## config.mk

```make
export PLATFORM = sky130hd
export DESIGN_NAME = substring_match_capitalizer
export DESIGN_NICKNAME = d
export VERILOG_FILES = /design/src/hw/rtl/ssmc_pkg.sv /design/src/hw/rtl/ssmc_front.sv /design/src/hw/rtl/ssmc_back.sv /design/src/hw/rtl/substring_match_capitalizer.sv
export SDC_FILE = /design/constraint.sdc
export NUM_CORES = 1
export LEC_CHECK = 0
export ABC_CLOCK_PERIOD_IN_PS = 19750
export BUFFER_PORTS_ARGS = -buffer_cell sky130_fd_sc_hd__clkbuf_2
export CAP_MARGIN = 20
export CELL_PAD_IN_SITES_DETAIL_PLACEMENT = 1
export CELL_PAD_IN_SITES_GLOBAL_PLACEMENT = 1
export CORE_MARGIN = 3
export CORE_UTILIZATION = 30
export CTS_BUF_LIST = sky130_fd_sc_hd__clkbuf_8
export DETAILED_ROUTE_END_ITERATION = 6
export GPL_TIMING_DRIVEN = 0
export PLACE_DENSITY = 0.57
export SLEW_MARGIN = 5
export SYNTH_ARGS = -nofsm -noshare
export SYNTH_HDL_FRONTEND = slang
export SYNTH_SLANG_ARGS = --single-unit
```

## constraint.sdc

```tcl
create_clock -name clk -period 19.75 [get_ports clk]
set_clock_uncertainty 0.05 [all_clocks]
set_input_delay 3.95 -clock clk [delete_from_list [all_inputs] [get_ports clk]]
set_output_delay 3.95 -clock clk [all_outputs]
set_load 0.02 [all_outputs]
```

## src/hw/rtl/ssmc_pkg.sv

```systemverilog
// ============================================================================
// ssmc_pkg - shared types and constants for the substring match capitalizer
// Item and result layouts, pattern configuration bundle, character codes and
// configuration register indexes.
// ============================================================================
`default_nettype none

package ssmc_pkg;

    // Longest pattern supported; the working buffer holds one full window.
    localparam int MAX_PATTERN = 16;
    localparam int BUF_DEPTH   = MAX_PATTERN;
    // Counter wide enough to hold a full window count.
    localparam int CNT_W       = $clog2(MAX_PATTERN + 1);
    localparam int LEN_W       = 5;
    localparam int BYTE_W      = 8;
    localparam int CFG_DATA_W  = 64;
    localparam int CFG_IDX_W   = 2;

    // Depth of the item queue between front and back.
    localparam int QUEUE_DEPTH = 2;
    localparam int QPTR_W      = $clog2(QUEUE_DEPTH);
    localparam int QCNT_W      = $clog2(QUEUE_DEPTH + 1);

    // Configuration register indexes.
    localparam logic [CFG_IDX_W-1:0] CFG_PATTERN_LOW  = 2'd0;
    localparam logic [CFG_IDX_W-1:0] CFG_PATTERN_HIGH = 2'd1;
    localparam logic [CFG_IDX_W-1:0] CFG_PATTERN_LEN  = 2'd2;

    // ASCII lowercase range and the case offset.
    localparam logic [BYTE_W-1:0] CHAR_LOWER_A = 8'h61;
    localparam logic [BYTE_W-1:0] CHAR_LOWER_Z = 8'h7a;
    localparam logic [BYTE_W-1:0] CASE_OFFSET  = 8'd32;

    typedef struct packed {
        logic [BYTE_W-1:0] text_byte;
        logic              end_of_text;
    } item_t;

    typedef struct packed {
        logic [BYTE_W-1:0] out_byte;
        logic              last_byte;
    } result_t;

    typedef struct packed {
        logic [MAX_PATTERN-1:0][BYTE_W-1:0] pattern;
        logic [LEN_W-1:0]                   act_len;
    } cfg_t;

endpackage

`default_nettype wire

```

## src/hw/rtl/ssmc_front.sv

```systemverilog
// ============================================================================
// ssmc_front - input acceptance and item queue
// Accepts text items on the input handshake and holds them in a short queue
// until the back end pops them.
// ============================================================================
`default_nettype none

module ssmc_front (
    input  wire logic          clk,
    input  wire logic          rst_n,
    input  wire logic          in_valid,
    output logic               in_ready,
    input  wire ssmc_pkg::item_t in_item,
    output logic               q_valid,
    output ssmc_pkg::item_t    q_item,
    input  wire logic          q_pop
);
    import ssmc_pkg::*;

    item_t              q_mem_reg [QUEUE_DEPTH];
    logic [QPTR_W-1:0]  wr_ptr_reg;
    logic [QPTR_W-1:0]  wr_ptr_next;
    logic [QPTR_W-1:0]  rd_ptr_reg;
    logic [QPTR_W-1:0]  rd_ptr_next;
    logic [QCNT_W-1:0]  count_reg;
    logic [QCNT_W-1:0]  count_next;
    logic               push;
    logic               pop;

    assign in_ready = (count_reg != QCNT_W'(QUEUE_DEPTH));
    assign q_valid  = (count_reg != '0);
    assign q_item   = q_mem_reg[rd_ptr_reg];

    assign push = in_valid && in_ready;
    assign pop  = q_pop && q_valid;

    always_comb
    begin
        wr_ptr_next = wr_ptr_reg;
        rd_ptr_next = rd_ptr_reg;
        count_next  = count_reg;
        if (push)
        begin
            wr_ptr_next = (wr_ptr_reg == QPTR_W'(QUEUE_DEPTH - 1)) ? '0 : wr_ptr_reg + 1'b1;
        end
        if (pop)
        begin
            rd_ptr_next = (rd_ptr_reg == QPTR_W'(QUEUE_DEPTH - 1)) ? '0 : rd_ptr_reg + 1'b1;
        end
        if (push && !pop)
        begin
            count_next = count_reg + 1'b1;
        end
        else if (pop && !push)
        begin
            count_next = count_reg - 1'b1;
        end
    end

    always_ff @(posedge clk or negedge rst_n)
    begin
        if (!rst_n)
        begin
            wr_ptr_reg <= '0;
            rd_ptr_reg <= '0;
            count_reg  <= '0;
        end
        else
        begin
            wr_ptr_reg <= wr_ptr_next;
            rd_ptr_reg <= rd_ptr_next;
            count_reg  <= count_next;
        end
    end

    // Queue storage: payload only, no reset.
    always_ff @(posedge clk)
    begin
        if (push)
        begin
            q_mem_reg[wr_ptr_reg] <= in_item;
        end
    end

endmodule

`default_nettype wire

```

## src/hw/rtl/ssmc_back.sv

```systemverilog
// ============================================================================
// ssmc_back - window engine and output register
// Appends queued bytes to the window, compares a full window with the pattern,
// capitalizes on a match and emits one byte per cycle unless the output stalls.
// ============================================================================
`default_nettype none

module ssmc_back (
    input  wire logic            clk,
    input  wire logic            rst_n,
    input  wire ssmc_pkg::cfg_t  cfg,
    input  wire logic            q_valid,
    input  wire ssmc_pkg::item_t q_item,
    output logic                 q_pop,
    output logic                 out_valid,
    input  wire logic            out_ready,
    output ssmc_pkg::result_t    out_item
);
    import ssmc_pkg::*;

    logic [BUF_DEPTH-1:0][BYTE_W-1:0] work_reg;
    logic [BUF_DEPTH-1:0][BYTE_W-1:0] work_next;
    logic [CNT_W-1:0]                 cnt_reg;
    logic [CNT_W-1:0]                 cnt_next;
    logic                             end_reg;
    logic                             end_next;
    logic                             busy_reg;
    logic                             busy_next;
    logic                             out_valid_reg;
    logic                             out_valid_next;
    result_t                          out_item_reg;

    logic [BUF_DEPTH-1:0][BYTE_W-1:0] view;
    logic [BUF_DEPTH-1:0][BYTE_W-1:0] mod;
    logic [BUF_DEPTH-1:0]             hit;
    logic [CNT_W-1:0]                 vcnt;
    logic [CNT_W-1:0]                 rem;
    logic [CNT_W-1:0]                 keep;
    logic                             vend;
    logic                             load;
    logic                             active;
    logic                             emit_need;
    logic                             take;
    logic                             emit;
    logic                             match;

    assign take  = !out_valid_reg || out_ready;
    assign load  = !busy_reg && q_valid;
    assign q_pop = load;

    always_comb
    begin
        // Window as seen this cycle, with a newly popped byte appended.
        for (int k = 0; k < BUF_DEPTH; k++)
        begin
            view[k] = (load && (CNT_W'(k) == cnt_reg)) ? q_item.text_byte : work_reg[k];
        end
        vcnt   = load ? cnt_reg + 1'b1 : cnt_reg;
        vend   = load ? q_item.end_of_text : end_reg;
        active = busy_reg || load;
        keep   = (cfg.act_len == '0) ? '0 : CNT_W'(cfg.act_len - 1'b1);

        emit_need = active && ((vcnt > keep) || (vend && (vcnt != '0)));

        // Full window: compare every pattern position in parallel.
        for (int k = 0; k < BUF_DEPTH; k++)
        begin
            hit[k] = (LEN_W'(k) >= cfg.act_len) || (view[k] == cfg.pattern[k]);
        end
        match = (cfg.act_len != '0) && (vcnt == CNT_W'(cfg.act_len)) && (&hit);

        for (int k = 0; k < BUF_DEPTH; k++)
        begin
            if (match && (LEN_W'(k) < cfg.act_len)
                && (view[k] >= CHAR_LOWER_A) && (view[k] <= CHAR_LOWER_Z))
            begin
                mod[k] = view[k] - CASE_OFFSET;
            end
            else
            begin
                mod[k] = view[k];
            end
        end

        emit = emit_need && take;
        rem  = vcnt - 1'b1;

        work_next = work_reg;
        cnt_next  = cnt_reg;
        end_next  = end_reg;
        busy_next = busy_reg;
        if (emit)
        begin
            // Drop the oldest byte and advance the window.
            for (int k = 0; k < BUF_DEPTH - 1; k++)
            begin
                work_next[k] = mod[k + 1];
            end
            work_next[BUF_DEPTH-1] = mod[BUF_DEPTH-1];
            cnt_next  = rem;
            end_next  = vend;
            busy_next = (rem > keep) || (vend && (rem != '0));
        end
        else if (load)
        begin
            work_next = view;
            cnt_next  = vcnt;
            end_next  = vend;
            busy_next = emit_need;
        end

        out_valid_next = out_valid_reg;
        if (emit)
        begin
            out_valid_next = 1'b1;
        end
        else if (out_ready)
        begin
            out_valid_next = 1'b0;
        end
    end

    always_ff @(posedge clk or negedge rst_n)
    begin
        if (!rst_n)
        begin
            cnt_reg       <= '0;
            end_reg       <= 1'b0;
            busy_reg      <= 1'b0;
            out_valid_reg <= 1'b0;
        end
        else
        begin
            cnt_reg       <= cnt_next;
            end_reg       <= end_next;
            busy_reg      <= busy_next;
            out_valid_reg <= out_valid_next;
        end
    end

    always_ff @(posedge clk)
    begin
        work_reg <= work_next;
        if (emit)
        begin
            out_item_reg.out_byte  <= mod[0];
            out_item_reg.last_byte <= vend && (vcnt == CNT_W'(1));
        end
    end

    assign out_valid = out_valid_reg;
    assign out_item  = out_item_reg;

endmodule

`default_nettype wire

```

## src/hw/rtl/substring_match_capitalizer.sv

```systemverilog
// ============================================================================
// substring_match_capitalizer - streaming substring match capitalizer
// Text bytes enter one item per handshake; the block keeps the last
// pattern_length-1 bytes in a window and, when a new byte completes a full
// window that equals the configured pattern, uppercases every lowercase letter
// in it before the oldest byte leaves. Overlapping matches compare against
// bytes already capitalized. An item flagged end_of_text flushes the window,
// and the final result carries last_byte. A pattern_length of 0 passes bytes
// straight through; values above 16 act as 16. An accepted item enters a
// two-entry queue and is popped by the window engine when it is not busy;
// the engine emits one result per cycle into an output register while that
// register is free, and an item produces one result in steady state, up to
// 16 for an end-of-text flush or after the length was shortened. An item
// passes through the queue and its result through the output register
// before the result is offered. Configuration writes are taken at once
// (cfg_ready is always high) and must only occur while idle.
// ============================================================================
`default_nettype none

module substring_match_capitalizer (
    input  wire logic                            clk,
    input  wire logic                            rst_n,
    input  wire logic                            cfg_valid,
    output logic                                 cfg_ready,
    input  wire logic [ssmc_pkg::CFG_IDX_W-1:0]  cfg_index,
    input  wire logic [ssmc_pkg::CFG_DATA_W-1:0] cfg_data,
    input  wire logic                            in_valid,
    output logic                                 in_ready,
    input  wire logic [ssmc_pkg::BYTE_W-1:0]     text_byte,
    input  wire logic                            end_of_text,
    output logic                                 out_valid,
    input  wire logic                            out_ready,
    output logic [ssmc_pkg::BYTE_W-1:0]          out_byte,
    output logic                                 last_byte
);
    import ssmc_pkg::*;

    logic [CFG_DATA_W-1:0] pattern_low_reg;
    logic [CFG_DATA_W-1:0] pattern_high_reg;
    logic [LEN_W-1:0]      pattern_length_reg;

    cfg_t    cfg;
    item_t   in_item;
    item_t   q_item;
    result_t out_item;
    logic    q_valid;
    logic    q_pop;
    logic    cfg_write;

    // Configuration port never stalls.
    assign cfg_ready = 1'b1;
    assign cfg_write = cfg_valid && cfg_ready;

    always_ff @(posedge clk or negedge rst_n)
    begin
        if (!rst_n)
        begin
            pattern_low_reg    <= '0;
            pattern_high_reg   <= '0;
            pattern_length_reg <= '0;
        end
        else if (cfg_write)
        begin
            unique case (cfg_index)
                CFG_PATTERN_LOW:  pattern_low_reg    <= cfg_data;
                CFG_PATTERN_HIGH: pattern_high_reg   <= cfg_data;
                CFG_PATTERN_LEN:  pattern_length_reg <= cfg_data[LEN_W-1:0];
                default:          ; // unmapped index: drop the write
            endcase
        end
    end

    // Pattern bytes, byte 0 in the low bits of pattern_low; clamp the length.
    assign cfg.pattern = {pattern_high_reg, pattern_low_reg};
    assign cfg.act_len = (pattern_length_reg > LEN_W'(MAX_PATTERN))
                         ? LEN_W'(MAX_PATTERN) : pattern_length_reg;

    assign in_item.text_byte   = text_byte;
    assign in_item.end_of_text = end_of_text;

    // Front: accept items and hold them in the queue.
    ssmc_front u_front (
        .clk      (clk),
        .rst_n    (rst_n),
        .in_valid (in_valid),
        .in_ready (in_ready),
        .in_item  (in_item),
        .q_valid  (q_valid),
        .q_item   (q_item),
        .q_pop    (q_pop)
    );

    // Back: window, compare, capitalize, emit.
    ssmc_back u_back (
        .clk       (clk),
        .rst_n     (rst_n),
        .cfg       (cfg),
        .q_valid   (q_valid),
        .q_item    (q_item),
        .q_pop     (q_pop),
        .out_valid (out_valid),
        .out_ready (out_ready),
        .out_item  (out_item)
    );

    assign out_byte  = out_item.out_byte;
    assign last_byte = out_item.last_byte;

endmodule

`default_nettype wire

```

==> metrics.csv, run 1 <==
stage,metric,value,unit
grt,gr ovfl total,0,
place,Port Buf Inserts,90,
floorplanning,Initial Util,30.4,%
hold_path,hold path depth,1,
finish,most frequent cells in the layout,"nand2_1 (172), edfxtp_1 (155), o21ai_0 (148)",
power_and_ir_drop,peak supply drop,112,µV
worst_setup_path,Worst setup SP type,flop,
synthesis,Async SR Flop Fraction,48.3,%
worst_setup_path,Reg2Reg Setup Slack,11400,ps
power_and_ir_drop,sw frac,49.5,%
finish,share of layout cells above drive strength 1,18.4,%
finish,Final #Nets,2111,
synthesis,top cell type's share of synthesized area,25.3,%
place,DP Area,20000,µm²
synthesis,biggest area consumer among synthesized cells,edfxtp_1,
power_and_ir_drop,combinational group share of total power,54.3,%
worst_setup_path,reg2reg end,u_back.work_reg[115],
clocking,hold_buf cts,0,
finish,max reg flops,128,
timing,fmax,120,MHz
power_and_ir_drop,pwr dens,199,nW/µm²
timing,final worst slack,11400,ps
synthesis,simple-gate share of the synthesized area,14.4,%
synthesis,Synth Area in Compound Gates,13.6,%
place,placed cells,2715,
grt,global-route wire length before repair,119,mm
synthesis,post-synthesis adder-cell area fraction,2.72,%
timing,Tmin final,8350,ps
power_and_ir_drop,NetSw,2.10,mW
synthesis,Syn Inst Count,1831,
clocking,Worst-path clk slew,60,ps
timing,Fin. Hold Viols,0,
synthesis,syn nets,1951,
floorplanning,die span in y,253,µm
worst_setup_path,crit end category,flop,
hold_path,WHS Endpoint,u_front.wr_ptr_reg,
routing,DR iter-0 viols,1637,
place,dpl ws,11700,ps
worst_setup_path,worst setup path startpoint,pattern_length_reg[4],
synthesis,post-synthesis sequential area ratio,45.1,%
synthesis,ys flop type,edfxtp_1,
grt,Total Routing Usage GR,26.0,%
power_and_ir_drop,Pleak,8.25,nW
synthesis,"Avg Cell Area, Syn",10.0,µm²
synthesis,"EDFF count, synth",155,
worst_setup_path,WP data arrival,8650,ps
floorplanning,Die ar.,64300,µm²
worst_setup_path,Worst R2R Start,pattern_length_reg[4],
routing,Vias/cell,5.73,
worst_setup_path,"Req. time, crit path",20050,ps
worst_setup_path,"Top cell by count, worst path",clkbuf_1,
worst_setup_path,"critical path, cell by cell",clkbuf_1 > clkbuf_1 > clkbuf_1 > nor2b_1 > inv_1 > ha_1 > clkbuf_1 > a21oi_1 > o21a_1 > a21oi_1 > ha_1 > o21a_1 > o21ai_0 > a21oi_1 > o22a_1 > o211ai_1 > clkbuf_1 > clkbuf_1 > clkbuf_1 > nand2_4 > buf_16,
clocking,PostCTS Resize Cnt,0,
hold_path,Hold Path Class,flop to flop,
synthesis,Area contributors post-synth,"edfxtp_1 (25%), dfrtp_1 (20%), mux2_2 (8.5%)",
run,maxcap violations,0,
status,status,finished clean,
floorplanning,die width,253,µm
synthesis,Netlist cell types,81,
synthesis,Yosys reg bits,300,
clocking,htree depth,2,
timing,Final setup viols,0,
timing,Final Slew Violations,0,
timing,Worst-Margin Slew,1250,ps
worst_setup_path,slowest library cell on the worst path,clkbuf_1,
clocking,Clock Sink Count,300,
synthesis,Ys Warns,0,
routing,WL/cell,30.0,µm
synthesis,Synth Cell Area,18400,µm²
grt,largest net degree at the start of global routing,78,
finish,area grow syn2layout,15.8,%
routing,via count,16200,
clocking,TritonCTS Buffers,56,
timing,normalized max-slew margin,16.4,%
timing,unrepaired setup endpoints after global routing,false,
power_and_ir_drop,Flop pwr share,29.7,%
routing,DRT antenna net count,0,
hold_path,Worst Hold Launch,u_front.wr_ptr_reg,
worst_setup_path,FF-to-FF path depth,21,
power_and_ir_drop,Pwr Total,4.23,mW
worst_setup_path,critical path's largest stage delay,920,ps
clocking,Bufs on Longest Clock Path,3,
place,HPWL Detailed,63.2,mm
power_and_ir_drop,Clock power frac,16.0,%
finish,design area,21300,µm²
routing,DR DRC count,0,
worst_setup_path,"Max FO, Critical Path",47,
clocking,TritonCTS clock tree,done,
clocking,CTS root buf,clkbuf_8,
timing,Setup TNS Final,0,ps
finish,fin cells,2821,
floorplanning,FP Rows,90,
worst_setup_path,WS Path Type,flop to flop,
grt,initial antenna violation count,2,
grt,vias in the first global route,16200,
synthesis,Post-Synth XOR/XNOR Area,8.20,%
timing,final worst-path cycle share,42.3,%
routing,Routed WL,84.5,mm
clocking,Clock Latency Late Sink,680,ps
routing,number of detailed-route iterations in the first pass,6,
place,Routability Congestion,0.976,
power_and_ir_drop,P_int,2.14,mW
floorplanning,# IOs,92,
floorplanning,Placeable Area,60500,µm²
clocking,Post-CTS Setup Bufs,0,
synthesis,mux contribution to synthesized area,12.1,%
finish,"most common cell after layout, fill and taps aside",nand2_1,
synthesis,largest family of logic cells by synthesized area,simple AND/OR/NAND/NOR gates,
[per-stage QoR]
stage | hold slack [ps] | utilization [%]
2_1_floorplan | 411 | -
3_3_place_gp | 427 | 32.8
4_1_cts | 456 | 35.2
5_1_grt | 492 | 35.2
3_5_place_dp | 447 | 33.1
6_report | 453 | 35.2
[worst max-delay path: cells and delay by family, from the launching register on]
| kind | cells | cell delay (ps) |
|---|---|---|
| adder cells (fa/ha/maj) | 2 | 460 |
| AO/OA/AOI/OAI | 8 | 1740 |
| AND/OR/NAND/NOR | 2 | 690 |
| flip-flops | 1 | 350 |
| buffers and inverters | 9 | 4670 |
[cells by family (layout without fill, tap and decap cells)]
kind of cell / count (synthesis) / in the layout
AO/OA/AOI/OAI: 404 / 404
AND/OR/NAND/NOR: 530 / 530
XOR/XNOR: 172 / 172
adder cells (fa/ha/maj): 40 / 40
flip-flops: 300 / 300
buffers and inverters: 181 / 387
other: 1 / 3
multiplexers: 203 / 203
[per-layer routing]
layer  vias up  global-route usage (%)  wire [µm]  share of wire [%]
li1       7048                       -          -                  -
met1      8301                    35.0      36100                 43
met2       661                    42.1      38900                 46
met3       141                    4.88       6810                8.1
met4         0                    8.39       2810                3.3
met5         -                       0          0                  0
[how the worst max path moves through the flow]
| stage | to | slack (ps) | cells after the start |
|---|---|---|---|
| final | u_back.work_reg[115] | 11400 | 21 |
| after global placement | u_back.work_reg[89] | 7520 | 20 |
| after detailed placement | u_back.work_reg[76] | 11700 | 21 |
| after CTS | u_back.work_reg[115] | 11650 | 21 |
| after global routing | u_back.work_reg[82] | 11170 | 21 |
| after floorplan | u_back.work_reg[0] | 11330 | 6 |
[power by group through the flow]
stage	logic [mW]	clock network, mW	registers [mW]
3_5_place_dp	2.23	0	1.26
2_1_floorplan	1.30	0	1.23
5_1_grt	2.43	0.723	1.28
4_1_cts	2.25	0.694	1.25
3_3_place_gp	2.15	0	1.31
6_report	2.30	0.677	1.26
[synthesized netlist by cell type (7+ instances only)]
cell	instances
o22ai_1	32
o21ai_0	149
o31ai_1	18
or3_1	7
a221oi_1	7
and3_1	15
nor2b_1	11
nor3_1	47
a21oi_1	82
o211ai_1	8
xnor2_1	125
nand4b_1	9
nand3_1	29
nand4_1	30
a21o_1	13
clkbuf_1	90
nor4b_1	17
inv_1	65
dfrtp_1	145
nor2_1	107
buf_2	16
ha_1	40
a31oi_1	12
mux2_2	139
or4_1	8
nand2_1	173
xor2_1	47
mux2i_1	60
nor4_1	25
a211oi_1	9
nand2b_1	22
edfxtp_1	155
[cell type report]
cell class	instances	area, µm²
clock buffers	76	1050
well taps	782	978
inverters	67	251
repair buffers	102	629
clock inverters	28	200
plain buffers	114	462
multi-input cells	1350	9430
diodes	2	5.00
flip-flops and latches	300	8280
fillers	6811	39200
(Power assumes the default switching activity.)
==> run 2: changes to the inputs <==
ABC_CLOCK_PERIOD_IN_PS = 6920   (was 19750)
PLACE_DENSITY = 0.59   (was 0.57)
clock period = 6.92 ns   (was 19.75 ns; I/O delays follow)
==> metrics.csv, run 2 (synthesis gave the netlist of run 1 again) <==
stage,metric,value,unit
hold_path,Hold Path Class,flop to flop,
power_and_ir_drop,Pleak,8.28,nW
timing,Tmin final,6880,ps
floorplanning,FP Rows,90,
routing,DR iter-0 viols,1549,
worst_setup_path,crit end category,flop,
power_and_ir_drop,combinational group share of total power,54.7,%
clocking,TritonCTS clock tree,done,
timing,Fin. Hold Viols,0,
finish,fill count,6891,
timing,final worst-path cycle share,99.5,%
routing,Routed WL,83.7,mm
finish,Final #Nets,2115,
grt,met1 usage,34.9,%
routing,WL/cell,29.6,µm
grt,Total Routing Usage GR,25.8,%
worst_setup_path,"Req. time, crit path",7260,ps
power_and_ir_drop,peak supply drop,355,µV
power_and_ir_drop,P_int,6.03,mW
clocking,Bufs on Longest Clock Path,3,
place,Port Buf Inserts,90,
floorplanning,Placeable Area,60500,µm²
floorplanning,Die ar.,64300,µm²
grt,GRT busiest layer,met2,
grt,largest net degree at the start of global routing,75,
timing,fmax,145,MHz
clocking,htree depth,2,
floorplanning,Initial Util,30.4,%
floorplanning,# IOs,92,
grt,M2 GR Usage,41.1,%
power_and_ir_drop,Clock power frac,15.3,%
routing,DR DRC count,0,
hold_path,Worst Hold Launch,u_front.wr_ptr_reg,
finish,max reg flops,128,
worst_setup_path,Worst setup SP type,flop,
routing,via count,16200,
worst_setup_path,worst setup path startpoint,u_front.rd_ptr_reg,
timing,unrepaired setup endpoints after global routing,false,
timing,Final Slew Violations,0,
status,status,finished clean,
timing,final worst slack,36.9,ps
place,DP Area,20100,µm²
clocking,TritonCTS Buffers,57,
timing,Worst-Margin Slew,1210,ps
routing,Vias/cell,5.74,
grt,met3 Track Usage GR,4.55,%
finish,share of layout cells above drive strength 1,18.6,%
clocking,CTS root buf,clkbuf_8,
finish,most frequent cells in the layout,"nand2_1 (172), edfxtp_1 (155), o21ai_0 (149)",
grt,vias in the first global route,16500,
worst_setup_path,Worst R2R Start,u_front.rd_ptr_reg,
power_and_ir_drop,pwr dens,564,nW/µm²
worst_setup_path,WS Path Type,flop to flop,
timing,normalized max-slew margin,18.7,%
timing,Final setup viols,0,
timing,Hold Slack,450,ps
power_and_ir_drop,sw frac,49.8,%
worst_setup_path,"Max FO, Critical Path",10,
routing,number of detailed-route iterations in the first pass,6,
grt,global-route wire length before repair,119,mm
finish,design area,21300,µm²
finish,area grow syn2layout,15.8,%
place,HPWL Detailed,62.7,mm
clocking,Worst-path clk slew,70,ps
routing,DRT antenna net count,0,
power_and_ir_drop,NetSw,5.98,mW
power_and_ir_drop,Flop pwr share,30.0,%
clocking,Clock Sink Count,300,
timing,Setup TNS Final,0,ps
floorplanning,die width,253,µm
finish,fin util,35.2,%
clocking,Clock Latency Late Sink,670,ps
grt,gr ovfl total,0,
place,dpl ws,-950,ps
place,Routability Congestion,0.977,
floorplanning,die span in y,253,µm
finish,"most common cell after layout, fill and taps aside",nand2_1,
worst_setup_path,WP data arrival,7220,ps
grt,initial antenna violation count,5,
run,maxcap violations,0,
-- run 2: cell count changes in the layout (fill, tap and decap cells not counted), moves of 2 or more --
| cell | previous run | this run |
|---|---|---|
| bufinv_16 | 3 | 1 |
| clkbuf_2 | 93 | 97 |
| buf_8 | 2 | 4 |
| inv_1 | 79 | 86 |
| clkbuf_8 | 77 | 75 |
| clkbuf_1 | 86 | 82 |
| clkinv_1 | 3 | 1 |
-- run 2: per-layer routing --
metal	up-vias	wire (µm)	share of wire, %
met5	-	0	0
met4	0	3540	4.2
met3	167	6160	7.4
met2	699	37700	45
met1	8325	36300	43
li1	7043	-	-
-- run 2: cell type report --
class	count	area [µm²]	area share [%]
Clock buffer	74	1020	4.78
Buffer	114	467	2.19
Multi-Input combinational cell	1350	9450	44.4
Clock inverter	32	161	0.758
Timing Repair Buffer	105	667	3.13
Tap cell	782	978	4.60
Inverter	67	251	1.18
Antenna cell	2	5.00	0.0235
Sequential cell	300	8280	38.9
-- run 2: final timing paths --
path | slack [ps] | cells past startpoint | endpoint
hold reg to reg | 450 | 1 | u_front.wr_ptr_reg
min in group asynchronous | 690 | 2 | pattern_low_reg[6]
max in group asynchronous | 5730 | 2 | pattern_low_reg[53]
hold / removal | 450 | 1 | u_front.wr_ptr_reg
setup / recovery | 40 | 12 | u_back.work_reg[62]
setup reg to reg | 40 | 12 | u_back.work_reg[62]
-- run 2: power groups by stage --
stage	registers (mW)	logic [mW]	clock network [mW]
floorplan	3.47	3.71	0
finish	3.60	6.56	1.84
global route	3.67	6.94	1.95
global placement	3.67	6.09	0
CTS	3.59	6.39	1.87
detailed placement	3.62	6.32	0
-- run 2: critical path, stage by stage, from the launching register on --
cell and delay (ps):
dfrtp_1 320, buf_2 290, buf_2 380, mux2_2 570
clkbuf_1 550, mux2i_1 720, o221ai_1 190, a211oi_1 950
a32oi_1 670, clkbuf_1 590, clkbuf_1 520, nor4b_1 570
o22ai_1 190
-- run 2: per-stage QoR --
step | instances | power, mW
finish | 2826 | 12.0
global route | 2825 | 12.6
CTS | 2823 | 11.8
detailed placement | 2715 | 9.94
global placement | 2703 | 9.76
floorplan | 1831 | 7.18
-- run 2: repair_timing --
| action | CTS | global route |
|---|---|---|
| gates resized for setup | 4 | 3 |
| hold buffers | 0 | 0 |
| buffers inserted | 2 | 0 |
| pin swaps | 1 | 0 |
| setup endpoints to repair | 148 | 68 |
| hold endpoints to repair | 0 | 0 |
==> run 3: changes to the inputs <==
ABC_AREA = 1   (was not set)
PLACE_DENSITY = 0.62   (was 0.59)
==> metrics.csv, run 3 <==
stage,metric,value,unit
power_and_ir_drop,P_int,5.72,mW
synthesis,Area contributors post-synth,"edfxtp_1 (25%), nand2_1 (20%), dfrtp_1 (19%)",
routing,Routed WL,84.4,mm
floorplanning,FP Rows,91,
grt,initial antenna violation count,5,
synthesis,top cell type's share of synthesized area,24.8,%
finish,"most common cell after layout, fill and taps aside",nand2_1,
finish,fin util,35.1,%
worst_setup_path,crit end category,flop,
routing,via count,18700,
clocking,Post-CTS Setup Bufs,0,
finish,share of layout cells above drive strength 1,10.1,%
finish,fin cells,3631,
floorplanning,Placeable Area,61800,µm²
synthesis,Async SR Flop Fraction,48.3,%
grt,Total Routing Usage GR,25.3,%
worst_setup_path,WS Path Type,flop to flop,
power_and_ir_drop,peak supply drop,349,µV
run,maxcap violations,0,
synthesis,Yosys reg bits,300,
synthesis,ys flop type,edfxtp_1,
synthesis,"EDFF count, synth",155,
finish,Final #Nets,2863,
synthesis,synth cell count leaders,"nand2_1 (996), inv_1 (317), o21ai_0 (248)",
hold_path,Hold Path Class,flop to flop,
timing,Final Slew Violations,0,
worst_setup_path,Worst setup SP type,flop,
worst_setup_path,"Req. time, crit path",7320,ps
clocking,Bufs on Longest Clock Path,3,
finish,area grow syn2layout,15.6,%
routing,DR DRC count,0,
floorplanning,Initial Util,30.3,%
power_and_ir_drop,Clock power frac,15.6,%
worst_setup_path,WP data arrival,6240,ps
clocking,TritonCTS Buffers,58,
timing,Worst-Margin Slew,1130,ps
routing,DR iter-0 viols,1248,
clocking,TritonCTS clock tree,done,
place,Port Buf Inserts,90,
synthesis,Synth Cell Area,18800,µm²
synthesis,biggest area consumer among synthesized cells,edfxtp_1,
clocking,htree depth,2,
timing,unrepaired setup endpoints after global routing,false,
clocking,PostCTS Resize Cnt,0,
power_and_ir_drop,Pleak,10.7,nW
floorplanning,die span in y,256,µm
place,Routability Congestion,0.930,
floorplanning,die width,256,µm
power_and_ir_drop,pwr dens,552,nW/µm²
timing,Final setup viols,0,
routing,DRT antenna net count,0,
routing,WL/cell,23.2,µm
floorplanning,# IOs,92,
status,status,finished clean,
finish,fill count,7729,
synthesis,top-count cell post-synth,nand2_1,
clocking,Worst-path clk slew,70,ps
synthesis,Netlist cell types,46,
synthesis,"Avg Cell Area, Syn",7.26,µm²
timing,Tmin final,5830,ps
routing,Vias/cell,5.15,
timing,normalized max-slew margin,24.5,%
grt,gr ovfl total,0,
power_and_ir_drop,combinational group share of total power,56.5,%
place,HPWL Detailed,62.5,mm
finish,most frequent cells in the layout,"nand2_1 (995), inv_1 (339), o21ai_0 (248)",
grt,largest net degree at the start of global routing,74,
place,placed cells,3520,
clocking,CTS root buf,clkbuf_8,
grt,global-route wire length before repair,123,mm
clocking,Clock Sink Count,300,
routing,number of detailed-route iterations in the first pass,6,
timing,final worst-path cycle share,84.3,%
synthesis,post-synthesis sequential area ratio,44.2,%
power_and_ir_drop,Flop pwr share,27.9,%
grt,vias in the first global route,19200,
finish,max reg flops,128,
clocking,hold_buf cts,0,
power_and_ir_drop,sw frac,52.2,%
power_and_ir_drop,Pwr Total,12.0,mW
timing,Fin. Hold Viols,0,
clocking,Clock Latency Late Sink,700,ps
synthesis,Ys Warns,0,
synthesis,Syn Inst Count,2583,
worst_setup_path,"Max FO, Critical Path",10,
synthesis,syn nets,2703,
timing,Hold Slack,458,ps
power_and_ir_drop,NetSw,6.25,mW
timing,fmax,171,MHz
floorplanning,Die ar.,65500,µm²
run 3: cell types whose count changed in the layout (fill, tap and decap cells not counted), sizes merged, moves of 61 or more:
| cell | before | now |
|---|---|---|
| mux2 | 142 | 0 |
| xnor2 | 125 | 21 |
| inv | 89 | 351 |
| a21oi | 82 | 17 |
| nand3 | 29 | 213 |
| o21ai | 153 | 282 |
| mux2i | 61 | 0 |
| nand2 | 173 | 1001 |
run 3: kinds of logic after synthesis:
logic type               Yosys count  synth area share (%)
AND/OR/NAND/NOR                 1442                  32.8
buffers and inverters            427                  9.10
AO/OA/AOI/OAI                    341                  9.74
flip-flops                       300                  44.2
adder cells (fa/ha/maj)           40                  2.67
XOR/XNOR                          32                  1.49
other                              1                0.0200
run 3: metal layers:
layer	wire, µm	global-route usage [%]	vias to the layer above
li1	-	-	8729
met1	36200	32.3	9266
met2	39500	42.4	533
met3	4870	4.15	178
met4	3760	10.3	0
met5	0	0	-
run 3: final timing paths:
check	to	start	cells past startpoint	slack [ps]
max	u_back.work_reg[61]	u_front.rd_ptr_reg	17	1090
min	pattern_high_reg[56]	pattern_high_reg[56]	2	460
max reg2reg	u_back.work_reg[61]	u_front.rd_ptr_reg	17	1090
min reg2reg	pattern_high_reg[56]	pattern_high_reg[56]	2	460
max in group asynchronous	pattern_low_reg[39]	rst_n	2	5730
min in group asynchronous	pattern_low_reg[9]	rst_n	2	670
run 3: power groups by stage:
stage	registers [mW]	clock network, mW	logic, mW
finish	3.34	1.87	6.76
global route	3.41	2.00	7.35
CTS	3.34	1.92	6.67
detailed placement	3.37	0	6.65
global placement	3.35	0	6.14
floorplan	3.37	0	3.88
run 3: cell type report:
cell class | instances | area, µm² | area share (%)
clock buffers | 74 | 1020 | 4.70
repair buffers | 100 | 646 | 2.98
inverters | 329 | 1230 | 5.70
multi-input cells | 1856 | 8780 | 40.5
plain buffers | 98 | 474 | 2.19
flip-flops and latches | 300 | 8280 | 38.2
clock inverters | 36 | 184 | 0.849
well taps | 837 | 1050 | 4.83
diodes | 1 | 2.50 | 0.0115
run 3: worst max-delay path: stages (launching register included):
cell and delay, ps:
dfrtp_1 360, buf_4 180, o21ai_2 630, buf_8 240, clkinv_1 580, o21ai_0 1100, xnor2_1 220, nand2_1 90
nor2_1 110, nand2_1 160, nand2_1 100, nand2_1 90, nor2_2 290, nand2_1 510, inv_2 540, nand2_1 100
nand3_1 160, nand2_1 70
run 3: through the flow:
stage / instance area, µm² / setup TNS (ps) / worst slack (ps)
3_5_place_dp: 20500 / 0 / 1100
4_1_cts: 21700 / 0 / 1120
2_1_floorplan: 18800 / 0 / 958
6_report: 21700 / 0 / 1090
5_1_grt: 21700 / 0 / 894
3_3_place_gp: 20200 / -335040 / -2600
